==> config.mk <==
export PLATFORM = sky130hd
export DESIGN_NAME = range_encoder_core
export DESIGN_NICKNAME = d
export VERILOG_FILES = /design/src/design/re_pkg.sv /design/src/design/re_ctrl.sv /design/src/design/re_datapath.sv /design/src/design/range_encoder_core.sv
export SDC_FILE = /design/constraint.sdc
export NUM_CORES = 2
export LEC_CHECK = 0
export BUFFER_PORTS_ARGS = -buffer_cell sky130_fd_sc_hd__buf_2
export CELL_PAD_IN_SITES_DETAIL_PLACEMENT = 0
export CELL_PAD_IN_SITES_GLOBAL_PLACEMENT = 2
export CORE_MARGIN = 2
export CORE_UTILIZATION = 42
export DETAILED_ROUTE_END_ITERATION = 6
export GPL_TIMING_DRIVEN = 0
export PLACE_DENSITY = 0.8
export SYNTH_ARGS = -nofsm -noshare
export SYNTH_HDL_FRONTEND = slang
export SYNTH_SLANG_ARGS = --single-unit
==> constraint.sdc <==
create_clock -name clk -period 11.3 [get_ports clk]
set_input_delay 0 -clock clk [delete_from_list [all_inputs] [get_ports clk]]
set_output_delay 0 -clock clk [all_outputs]
set_load 0.03 [all_outputs]
==> src/design/re_pkg.sv <==
// Shared types and constants for the range encoder.
package re_pkg;

  localparam int CUM_W           = 16;
  localparam int CFG_W           = 48;
  localparam int BYTE_W          = 8;
  localparam int STATE_BYTES_DEF = 6;
  localparam int PRECISION_DEF   = 16;

  localparam logic [BYTE_W-1:0] BYTE_ONES     = 8'hff;
  localparam logic [CFG_W-1:0]  MIN_WIDTH_RST = 48'd65536;

  typedef enum logic [3:0] {
    S_IDLE,
    S_MUL_HI,
    S_MUL_LO,
    S_ADD_LO,
    S_CHECK,
    S_EMIT,
    S_FLUSH_INC,
    S_FLUSH_EMIT
  } ctrl_state_t;

  typedef enum logic [3:0] {
    OP_NONE,
    OP_LOAD,
    OP_MUL_HI,
    OP_MUL_LO,
    OP_ADD_LO,
    OP_CHECK,
    OP_EMIT,
    OP_FLUSH_INC,
    OP_FLUSH_EMIT
  } dp_op_t;

  typedef struct packed {
    dp_op_t op;
  } dp_cmd_t;

  typedef struct packed {
    logic in_action;  // action bit of the offered input transaction
    logic emit_more;  // top bytes of both bounds agree and bytes remain
    logic last_byte;  // byte count is at its final position
    logic out_free;   // output register can take a byte this cycle
  } dp_status_t;

endpackage

==> src/design/re_ctrl.sv <==
// Controller state machine that sequences the range encoder datapath.
module re_ctrl
  import re_pkg::*;
(
  input  logic       clk,
  input  logic       rst,
  input  logic       s_tvalid,
  output logic       s_tready,
  input  dp_status_t status,
  output dp_cmd_t    cmd
);

  ctrl_state_t state, state_next;

  always_ff @(posedge clk) begin
    if (rst) begin
      state <= S_IDLE;
    end else begin
      state <= state_next;
    end
  end

  always_comb begin
    state_next = state;
    cmd.op     = OP_NONE;
    s_tready   = 1'b0;
    unique case (state)
      S_IDLE: begin
        s_tready = 1'b1;
        if (s_tvalid) begin
          cmd.op     = OP_LOAD;
          state_next = status.in_action ? S_FLUSH_INC : S_MUL_HI;
        end
      end
      S_MUL_HI: begin
        cmd.op     = OP_MUL_HI;
        state_next = S_MUL_LO;
      end
      S_MUL_LO: begin
        cmd.op     = OP_MUL_LO;
        state_next = S_ADD_LO;
      end
      S_ADD_LO: begin
        cmd.op     = OP_ADD_LO;
        state_next = S_CHECK;
      end
      S_CHECK: begin
        cmd.op     = OP_CHECK;
        state_next = S_EMIT;
      end
      S_EMIT: begin
        if (!status.emit_more) begin
          state_next = S_IDLE;
        end else if (status.out_free) begin
          cmd.op = OP_EMIT;
        end
      end
      S_FLUSH_INC: begin
        cmd.op     = OP_FLUSH_INC;
        state_next = S_FLUSH_EMIT;
      end
      S_FLUSH_EMIT: begin
        if (status.out_free) begin
          cmd.op = OP_FLUSH_EMIT;
          if (status.last_byte) begin
            state_next = S_IDLE;
          end
        end
      end
      default: begin
        state_next = S_IDLE;
      end
    endcase
  end

endmodule

==> src/design/re_datapath.sv <==
// Datapath of the range encoder: bounds, shared multiplier, byte shifter and output register.
module re_datapath
  import re_pkg::*;
#(
  parameter int STATE_BYTES = STATE_BYTES_DEF,
  parameter int PRECISION   = PRECISION_DEF
) (
  input  logic                clk,
  input  logic                rst,
  input  logic                cfg_wen,
  input  logic [CFG_W-1:0]    cfg_wdata,
  input  logic [2*CUM_W-1:0]  s_tdata,
  input  logic                s_tuser,
  input  dp_cmd_t             cmd,
  output dp_status_t          status,
  output logic                m_tvalid,
  input  logic                m_tready,
  output logic [BYTE_W-1:0]   m_tdata,
  output logic                m_tlast
);

  localparam int W      = BYTE_W * STATE_BYTES;
  localparam int PROD_W = W + CUM_W;
  localparam int SUM_W  = PROD_W + 1;
  localparam int CNT_W  = $clog2(STATE_BYTES + 1);

  localparam logic [W-1:0]     BOUND_ONES = '1;
  localparam logic [CNT_W-1:0] CNT_FULL   = CNT_W'(STATE_BYTES);
  localparam logic [CNT_W-1:0] CNT_LAST   = CNT_W'(STATE_BYTES - 1);

  logic [CFG_W-1:0]  min_width;
  logic [W-1:0]      bound_low, bound_high;
  logic [W-1:0]      range_q;
  logic [CUM_W-1:0]  cum_low, cum_high;
  logic [PROD_W-1:0] prod;
  logic [W-1:0]      new_low, new_high;
  logic [CNT_W-1:0]  cnt;

  logic [CUM_W-1:0]  mul_op;
  logic [PROD_W-1:0] mul_res;
  logic [SUM_W-1:0]  sum;
  logic [W-1:0]      sum_sat;
  logic [W-1:0]      diff;
  logic              collapse;
  logic              out_free;
  logic              top_equal;
  logic              next_differs;

  // One multiplier serves both cumulative bounds on consecutive cycles.
  assign mul_op  = (cmd.op == OP_MUL_LO) ? cum_low : cum_high;
  assign mul_res = (PROD_W'(range_q) * PROD_W'(mul_op)) >> PRECISION;

  // The low bound gets one more than the high bound; the carry-in follows the command.
  assign sum     = SUM_W'(bound_low) + SUM_W'(prod) + SUM_W'(cmd.op == OP_ADD_LO);
  assign sum_sat = (|sum[SUM_W-1:W]) ? BOUND_ONES : sum[W-1:0];

  assign diff     = new_high - new_low;
  assign collapse = (new_low > new_high) || (CFG_W'(diff) < min_width);

  assign out_free     = !m_tvalid || m_tready;
  assign top_equal    = bound_low[W-1 -: BYTE_W] == bound_high[W-1 -: BYTE_W];
  assign next_differs = bound_low[W-BYTE_W-1 -: BYTE_W] != bound_high[W-BYTE_W-1 -: BYTE_W];

  assign status.in_action = s_tuser;
  assign status.emit_more = (cnt != CNT_FULL) && top_equal;
  assign status.last_byte = (cnt == CNT_LAST);
  assign status.out_free  = out_free;

  always_ff @(posedge clk) begin
    if (rst) begin
      min_width <= MIN_WIDTH_RST;
    end else if (cfg_wen) begin
      min_width <= cfg_wdata;
    end
  end

  // Working registers; they carry no meaning between items.
  always_ff @(posedge clk) begin
    unique case (cmd.op)
      OP_LOAD: begin
        range_q  <= bound_high - bound_low;
        cum_low  <= s_tdata[CUM_W-1:0];
        cum_high <= s_tdata[2*CUM_W-1:CUM_W];
      end
      OP_MUL_HI: begin
        prod <= mul_res;
      end
      OP_MUL_LO: begin
        new_high <= sum_sat;
        prod     <= mul_res;
      end
      OP_ADD_LO: begin
        new_low <= sum_sat;
      end
      default: begin
      end
    endcase
  end

  always_ff @(posedge clk) begin
    if (rst) begin
      bound_low  <= '0;
      bound_high <= BOUND_ONES;
      cnt        <= '0;
    end else begin
      unique case (cmd.op)
        OP_CHECK: begin
          bound_low  <= new_low;
          bound_high <= collapse ? new_low : new_high;
          cnt        <= '0;
        end
        OP_EMIT: begin
          bound_low  <= {bound_low[W-BYTE_W-1:0], {BYTE_W{1'b0}}};
          bound_high <= {bound_high[W-BYTE_W-1:0], BYTE_ONES};
          cnt        <= cnt + CNT_W'(1);
        end
        OP_FLUSH_INC: begin
          bound_low <= bound_low + W'(1);
          cnt       <= '0;
        end
        OP_FLUSH_EMIT: begin
          if (status.last_byte) begin
            bound_low  <= '0;
            bound_high <= BOUND_ONES;
            cnt        <= '0;
          end else begin
            bound_low <= {bound_low[W-BYTE_W-1:0], {BYTE_W{1'b0}}};
            cnt       <= cnt + CNT_W'(1);
          end
        end
        default: begin
        end
      endcase
    end
  end

  always_ff @(posedge clk) begin
    if (rst) begin
      m_tvalid <= 1'b0;
    end else if (cmd.op == OP_EMIT || cmd.op == OP_FLUSH_EMIT) begin
      m_tvalid <= 1'b1;
    end else if (m_tready) begin
      m_tvalid <= 1'b0;
    end
  end

  always_ff @(posedge clk) begin
    if (cmd.op == OP_EMIT) begin
      m_tdata <= bound_low[W-1 -: BYTE_W];
      m_tlast <= status.last_byte || next_differs;
    end else if (cmd.op == OP_FLUSH_EMIT) begin
      m_tdata <= bound_low[W-1 -: BYTE_W];
      m_tlast <= status.last_byte;
    end
  end

  a_cnt_range: assert property (@(posedge clk) disable iff (rst) cnt <= CNT_FULL)
    else $error("byte count beyond the bound width");

  a_check_order: assert property (@(posedge clk) disable iff (rst)
    cmd.op == OP_CHECK |=> bound_low <= bound_high)
    else $error("interval inverted after narrowing");

  a_flush_restart: assert property (@(posedge clk) disable iff (rst)
    (cmd.op == OP_FLUSH_EMIT && status.last_byte) |=>
      (bound_low == '0 && bound_high == BOUND_ONES))
    else $error("bounds not restored after flush");

  a_valid_source: assert property (@(posedge clk) disable iff (rst)
    $rose(m_tvalid) |-> ($past(cmd.op) == OP_EMIT || $past(cmd.op) == OP_FLUSH_EMIT))
    else $error("output became valid without an emit command");

endmodule

==> src/design/range_encoder_core.sv <==
// Top level of the byte-oriented range encoder.
//
// Input channel (s_*): one transaction per symbol. s_tuser is the action bit
// (0 encode, 1 flush); s_tdata carries the symbol's cumulative bounds at
// PRECISION bits. s_tready is high only while the coder waits for work.
// Output channel (m_*): one compressed byte per transaction, m_tlast on the
// final byte that an input transaction produces. An encode may produce none.
// Configuration: cfg_wen writes cfg_wdata into the collapse threshold; write
// it only while the coder is idle.
// An encode steps from acceptance through MUL_HI, MUL_LO, ADD_LO and CHECK
// to EMIT, which sends n bytes (0 to STATE_BYTES); MUL_HI, MUL_LO and ADD_LO
// belong to the shared multiplier and the bound adder, which handle the upper
// and lower cumulative bound one after the other. A flush steps through
// FLUSH_INC and FLUSH_EMIT and emits STATE_BYTES bytes.
// A stalled receiver holds the byte in the output register and freezes the
// byte sequencer until it is taken. Synchronous reset clears the bounds to
// the full interval and the threshold to 65536; flush restores only the bounds.
module range_encoder_core
  import re_pkg::*;
#(
  parameter int STATE_BYTES = STATE_BYTES_DEF,
  parameter int PRECISION   = PRECISION_DEF
) (
  input  logic                clk,
  input  logic                rst,
  input  logic                cfg_wen,
  input  logic [CFG_W-1:0]    cfg_wdata,
  input  logic                s_tvalid,
  output logic                s_tready,
  input  logic [2*CUM_W-1:0]  s_tdata,   // [15:0] cum_low, [31:16] cum_high
  input  logic                s_tuser,   // [0] action
  output logic                m_tvalid,
  input  logic                m_tready,
  output logic [BYTE_W-1:0]   m_tdata,   // [7:0] out_byte
  output logic                m_tlast
);

  dp_cmd_t    cmd;
  dp_status_t status;

  re_ctrl u_ctrl (
    .clk      (clk),
    .rst      (rst),
    .s_tvalid (s_tvalid),
    .s_tready (s_tready),
    .status   (status),
    .cmd      (cmd)
  );

  re_datapath #(
    .STATE_BYTES (STATE_BYTES),
    .PRECISION   (PRECISION)
  ) u_datapath (
    .clk       (clk),
    .rst       (rst),
    .cfg_wen   (cfg_wen),
    .cfg_wdata (cfg_wdata),
    .s_tdata   (s_tdata),
    .s_tuser   (s_tuser),
    .cmd       (cmd),
    .status    (status),
    .m_tvalid  (m_tvalid),
    .m_tready  (m_tready),
    .m_tdata   (m_tdata),
    .m_tlast   (m_tlast)
  );

endmodule
==> Word level (Yosys, flattened, before mapping) <==
Cells that the tools add are included.
{ "word_totals": {"reg_bits": 385, "input_bits": 86, "word_cells": 91} }
{ "op_classes": {"n_addsub": 6, "mul": 1, "magnitude_cmp": 2, "n_eq_ne": 24, "n_mux": 27, "n_reduce_logical": 17} }
{ "op_table": {"columns": ["cell", "n"], "rows": [
  ["$mux 48", 4],
  ["$pmux 48 s4", 1],
  ["$pmux 48 s3", 1],
  ["$sub 48x48->48", 2],
  ["$add 65x1->65", 1],
  ["$mul 48x16->64", 1],
  ["$pmux 4 s8", 2],
  ["$add 48x48->49", 1],
  ["$add 48x1->48 const B", 1],
  ["$gt 48x48->1", 1],
  ["$lt 48x48->1", 1],
  ["$eq 4x3->1 const B", 8],
  ["$mux 4", 6],
  ["$reduce_or 17->1", 1],
  ["$eq 4x2->1 const B", 4],
  ["$mux 16", 1],
  ["$mux 8", 2],
  ["$mux 3", 3],
  ["$pmux 3 s3", 1],
  ["$eq 4x1->1 const B", 2],
  ["$eq 8x8->1", 1],
  ["$ne 8x8->1", 1],
  ["$mux 1", 6],
  ["$ne 2x1->1 const B", 3],
  ["other kinds (15)", 22]
]} }

==> Logic depth before layout (Yosys ltp) <==
{ "logic_depth": {"ltp_word": 9, "depth_mapped": 33, "ltp_nobuf": 29} }

==> Modules after synthesis <==
Synthesis repeated with hierarchy kept, for this count alone.
{ "unflattened": {"cells_unflattened": 5355, "area_unflattened_um2": 47526.8} }
{ "modules_own_cells": {"columns": ["module", "instances", "cells_each", "area_each_um2", "seq_area_each_um2"], "rows": [
  ["re_datapath", 1, 5322, 47251.6, 9959.6],
  ["re_ctrl", 1, 33, 275.3, 60.1]
]} }

==> Worst setup path after synthesis <==
Ideal clock, no wire load.
{ "synth_path": {"kind": "register to register", "start": "register u_ctrl.state[1]", "end": "register u_datapath.prod[46] (data pin)", "setup_ns": 0.258, "arrival_time_ns": 9.179, "t_required_ns": 11.042, "path_slack_ns": 1.863, "path_stages_with_launch": 31, "n_path_buf": 4, "period_less_slack_ns": 9.437, "path_cell_list": "dfxtp_1 > nor3b_1 > buf_2 > buf_1 > mux2_2 > clkbuf_1 > clkbuf_1 > nand2_1 > fa_1 > inv_1 > fa_1 > fa_1 > fa_1 > fa_1 > inv_1 > fa_1 > inv_1 > ha_1 > a21o_1 > a21o_1 > nand4_1 > a31oi_1 > a211oi_1 > o311ai_0 > a21oi_1 > o21ai_1 > or3b_2 > a21boi_0 > o21a_1 > nor2_1 > xnor2_1"} }
{ "synth_between": {"elab_chain_len": 5, "word_cells_on_any_way": 12, "cone_classes": "1 x mul; 8 x eq/ne; 2 x mux; 1 x reduce/logical"} }
{ "synth_rtl": {"columns": ["element", "line", "text"], "rows": [
  ["start: declaration", "re_ctrl.sv:13", "ctrl_state_t state, state_next;"],
  ["start signal: assignment", "re_ctrl.sv:19", "state <= state_next;"],
  ["$eq 4x3->1 (tied with other cells)", "re_ctrl.sv:27", "unique case (state)"],
  ["$pmux 4 s8 (*)", "re_ctrl.sv:27", null],
  ["$eq 4x2->1 (*)", "re_datapath.sv:50", "assign mul_op = (cmd.op == OP_MUL_LO) ? cum_low : cum_high;"],
  ["$mux 16 (*)", "re_datapath.sv:50", null],
  ["$mul 48x16->64 (*)", "re_datapath.sv:51", "assign mul_res = (PROD_W'(range_q) * PROD_W'(mul_op)) >> PRECISION;"],
  ["named net u_datapath.mul_res[46]", "re_datapath.sv:40", "logic [PROD_W-1:0] mul_res;"],
  ["end signal: assignment", "re_datapath.sv:86", "prod <= mul_res;"],
  ["end signal: assignment", "re_datapath.sv:90", "prod <= mul_res;"],
  ["end: declaration", "re_datapath.sv:35", "logic [PROD_W-1:0] prod;"]
]} }
Mark *: on every way through the listed nets, which the timed path passes. The rest lies on a longest branch.
A chain may end at the register's enable or synchronous reset.

==> Worst setup path after layout <==
Ends and elaborated chain as after synthesis.

==> flow_metrics.env <==
export IMPL_status="completed"
export IMPL_overflow=0
export IMPL_initial_core_util_pct=42.35
export IMPL_nFillCells=11100
export IMPL_cts_buffers=50
export IMPL_cts_tree="done"
export IMPL_path_class="reg2reg"
export IMPL_avgSynthCellArea_um2=9.112
export IMPL_area_delta_synth_final_pct=10.53
export IMPL_die_h_um=341.0
export IMPL_clk_pin_slew_ns=0.06
export IMPL_port_buffers=95
export IMPL_nNetsFinal=6531
export IMPL_synth_edf_count=233
export IMPL_htreeDepth=2
export IMPL_ys_types=106
export IMPL_crit_path_max_incr_delay_ns=0.72
export IMPL_dp_hpwl_um=131000
export IMPL_clock_sinks=384
export IMPL_io_pins=97
export IMPL_gr_usage_all_layers_pct=28.06
export IMPL_antenna_left=0
export IMPL_synth_ff_type="edfxtp_1"
export IMPL_place_gp_congestion=0.9457
export IMPL_synth_top_area_share_pct=27.02
export IMPL_antenna_found_initial=6
export IMPL_route_met3_wl_um=9275
export IMPL_crit_fanout=10
export IMPL_grt_setup_unrepaired="false"
export IMPL_cts_path_max_buffers=3
export IMPL_die_w_um=341.0
export IMPL_fin_util_pct=46.81
export IMPL_detailedRoute_firstPassIterationCount=6
export IMPL_report_final_setup_viol=0
export IMPL_post_route_period_util_pct=94.76
export IMPL_slew_violations=0
export IMPL_highest_layer="met5"
export IMPL_crit_slowest_cell="o211ai_1"
export IMPL_core_mm2=0.1127
export IMPL_hold_path_class="in2reg"
export IMPL_grt_pass1_vias=39430
export IMPL_async_flop_share_pct=0
export IMPL_die_area_mm2=0.1163
export IMPL_wl_per_cell_um=22.87
export IMPL_wl_met2_um=74310
export IMPL_maxCapViolations=0
export IMPL_drc=0
export IMPL_end_kind="flop"
export IMPL_grt_pass1_wl_um=245700
export IMPL_ctsResizeCount=0
export IMPL_netlist_area_mm2=0.04771
export IMPL_wl_met1_um=70970
export IMPL_cts_root_buf="clkbuf_16"
export IMPL_grt_start_max_net_pins=56
export IMPL_synth_fp_nets=6295
export IMPL_first_iter_violations=2845
export IMPL_relSlewSlack_pct=7.582
export IMPL_vias=37830
export IMPL_synth_area_leaders="fa_1, edfxtp_1, ha_1, inv_1, dfxtp_1"
export IMPL_max_slew_worst_pin_slew_ns=1.386
export IMPL_required_ns=11.70
export IMPL_synth_top_area_cell="fa_1"
export IMPL_critPathArrivalTime_ns=11.11
export IMPL_ys_seq_area_share_pct=21.00
export IMPL_skew_ns=0.03387
export IMPL_start_kind="flop"
export IMPL_via_per_inst=5.393
export IMPL_fmax_mhz=93.39
export IMPL_drive_gt1_share_pct=5.588
export IMPL_clock_latency_ns=0.67
export IMPL_postSynthCellCount=5236
export IMPL_ys_ff_latch=384
export IMPL_rows=123
export IMPL_final_hold_violation_count=0
export IMPL_min_period_ns=10.71
export IMPL_wl_um=160500
export IMPL_yosysWarnings=0
export IMPL_crit_path_frequent_cell="fa_1"
-- cell families (layout without fill, tap and decap cells) --
family | Yosys count | after routing | share of synthesized area (%)
compound gates | 901 | 901 | 12.72
xor+xnor | 211 | 211 | 3.905
buf+inv | 1112 | 1388 | 8.879
mux | 114 | 114 | 2.441
fa+ha+maj | 973 | 973 | 35.65
simple gates | 1541 | 1541 | 15.41
flops | 384 | 384 | 21.00
other cells | 0 | 3 | 0
-- cells in the final DEF, fill, tap and decap left out, types with 107 or more instances in the layout --
cell type,count
a21o_1,121
a21oi_1,236
and2_1,280
buf_2,107
clkbuf_1,208
dfxtp_1,151
edfxtp_1,233
fa_1,644
ha_1,329
inv_1,885
nand2_1,676
nor2_1,234
o21ai_0,131
xnor2_1,133
-- final timing paths --
check / cells after the start / end / from / slack, ns
setup / recovery: 29 / u_datapath.prod[46] / u_ctrl.state[1] / 0.59
hold / removal: 2 / u_datapath.cum_low[4] / s_tdata[4] / 0.05
hold reg to reg: 2 / u_datapath.min_width[29] / u_datapath.min_width[29] / 0.49
setup reg to reg: 29 / u_datapath.prod[46] / u_ctrl.state[1] / 0.59
-- metrics by stage --
step | std cells | cell area [um^2] | setup slack [ns] | setup TNS [ns] | hold WS [ns]
6_report | 7015 | 52740 | 0.5925 | 0 | 0.04615
4_1_cts | 7014 | 52740 | 0.4207 | 0 | 0.009457
3_3_place_gp | 6831 | 50060 | -2.309 | -63.95 | 0.1778
5_1_grt | 7012 | 52730 | 0.04467 | 0 | 0.04887
3_5_place_dp | 6837 | 50200 | 0.4812 | 0 | 0.1784
2_1_floorplan | 5236 | 47710 | 1.863 | 0 | 0.09887
-- per-layer routing --
layer	vias to the layer above	GRT usage, %
li1	17580	-
met1	18780	38.42
met2	1180	46.13
met3	283	3.537
met4	6	9.150
met5	-	0
-- sequential cells by signal (all words and copies together) (netlist names) --
signal	flops
u_datapath.cum_low	16
u_datapath.prod	48
u_datapath.m_tdata	8
u_datapath.m_tlast	1
u_datapath.new_low	48
u_datapath.range_q	48
u_ctrl.state	3
u_datapath.cum_high	16
u_datapath.bound_high	48
u_datapath.cnt	3
u_datapath.bound_low	48
u_datapath.new_high	48
u_datapath.m_tvalid	1
u_datapath.min_width	48
-- critical path, delay by kind of cell (launching register included) --
kind	cells	cell delay, ns
compound gates	5	1.86
xor+xnor	1	0.13
fa+ha+maj	7	3.39
buf+inv	7	2.33
flops	1	0.45
mux	1	0.31
simple gates	8	1.88
-- synth_stat cells (8+ instances only) --
master	n
o31ai_1	16
inv_1	885
nor4_1	15
fa_1	644
edfxtp_1	233
a21boi_0	11
nand2b_1	33
a2111oi_0	8
buf_2	11
xor2_1	76
nor2b_1	34
a21oi_1	236
ha_1	329
o21a_1	32
mux2_2	16
a22oi_1	44
or2_2	10
nand2_1	676
a221oi_1	39
mux2i_1	97
nor2_1	236
or3_1	10
nand2_2	31
clkbuf_1	198
a21o_1	121
and3_1	18
nand4_1	41
and2_1	281
nor3_1	47
o211ai_1	17
xnor2_1	133
a31oi_1	18
nand3_1	70
o21ai_0	131
o22ai_1	45
a211oi_1	51
dfxtp_1	151
o21bai_1	25
-- cell type report --
class / count / area (um^2) / share of cell area (%)
multi-input combinational: 3740 / 33470 / 63.48
sequential: 384 / 10020 / 19.00
inverter: 886 / 3326 / 6.306
tap: 1500 / 1877 / 3.559
timing repair buffer: 186 / 1444 / 2.738
clock buffer: 64 / 1324 / 2.510
buffer: 224 / 904.6 / 1.715
clock inverter: 28 / 359.1 / 0.6809
antenna: 3 / 7.507 / 0.01424
-- timing repair --
item                                   CTS  global route
endpoints found under the hold margin  112             0
buffers inserted                         0             0
setup endpoints to repair                0             1
hold buffers                            85             0
Power is left out: the tool's default activity adds up to more than one toggle a clock period on the data nets, which glitch-free logic cannot reach.
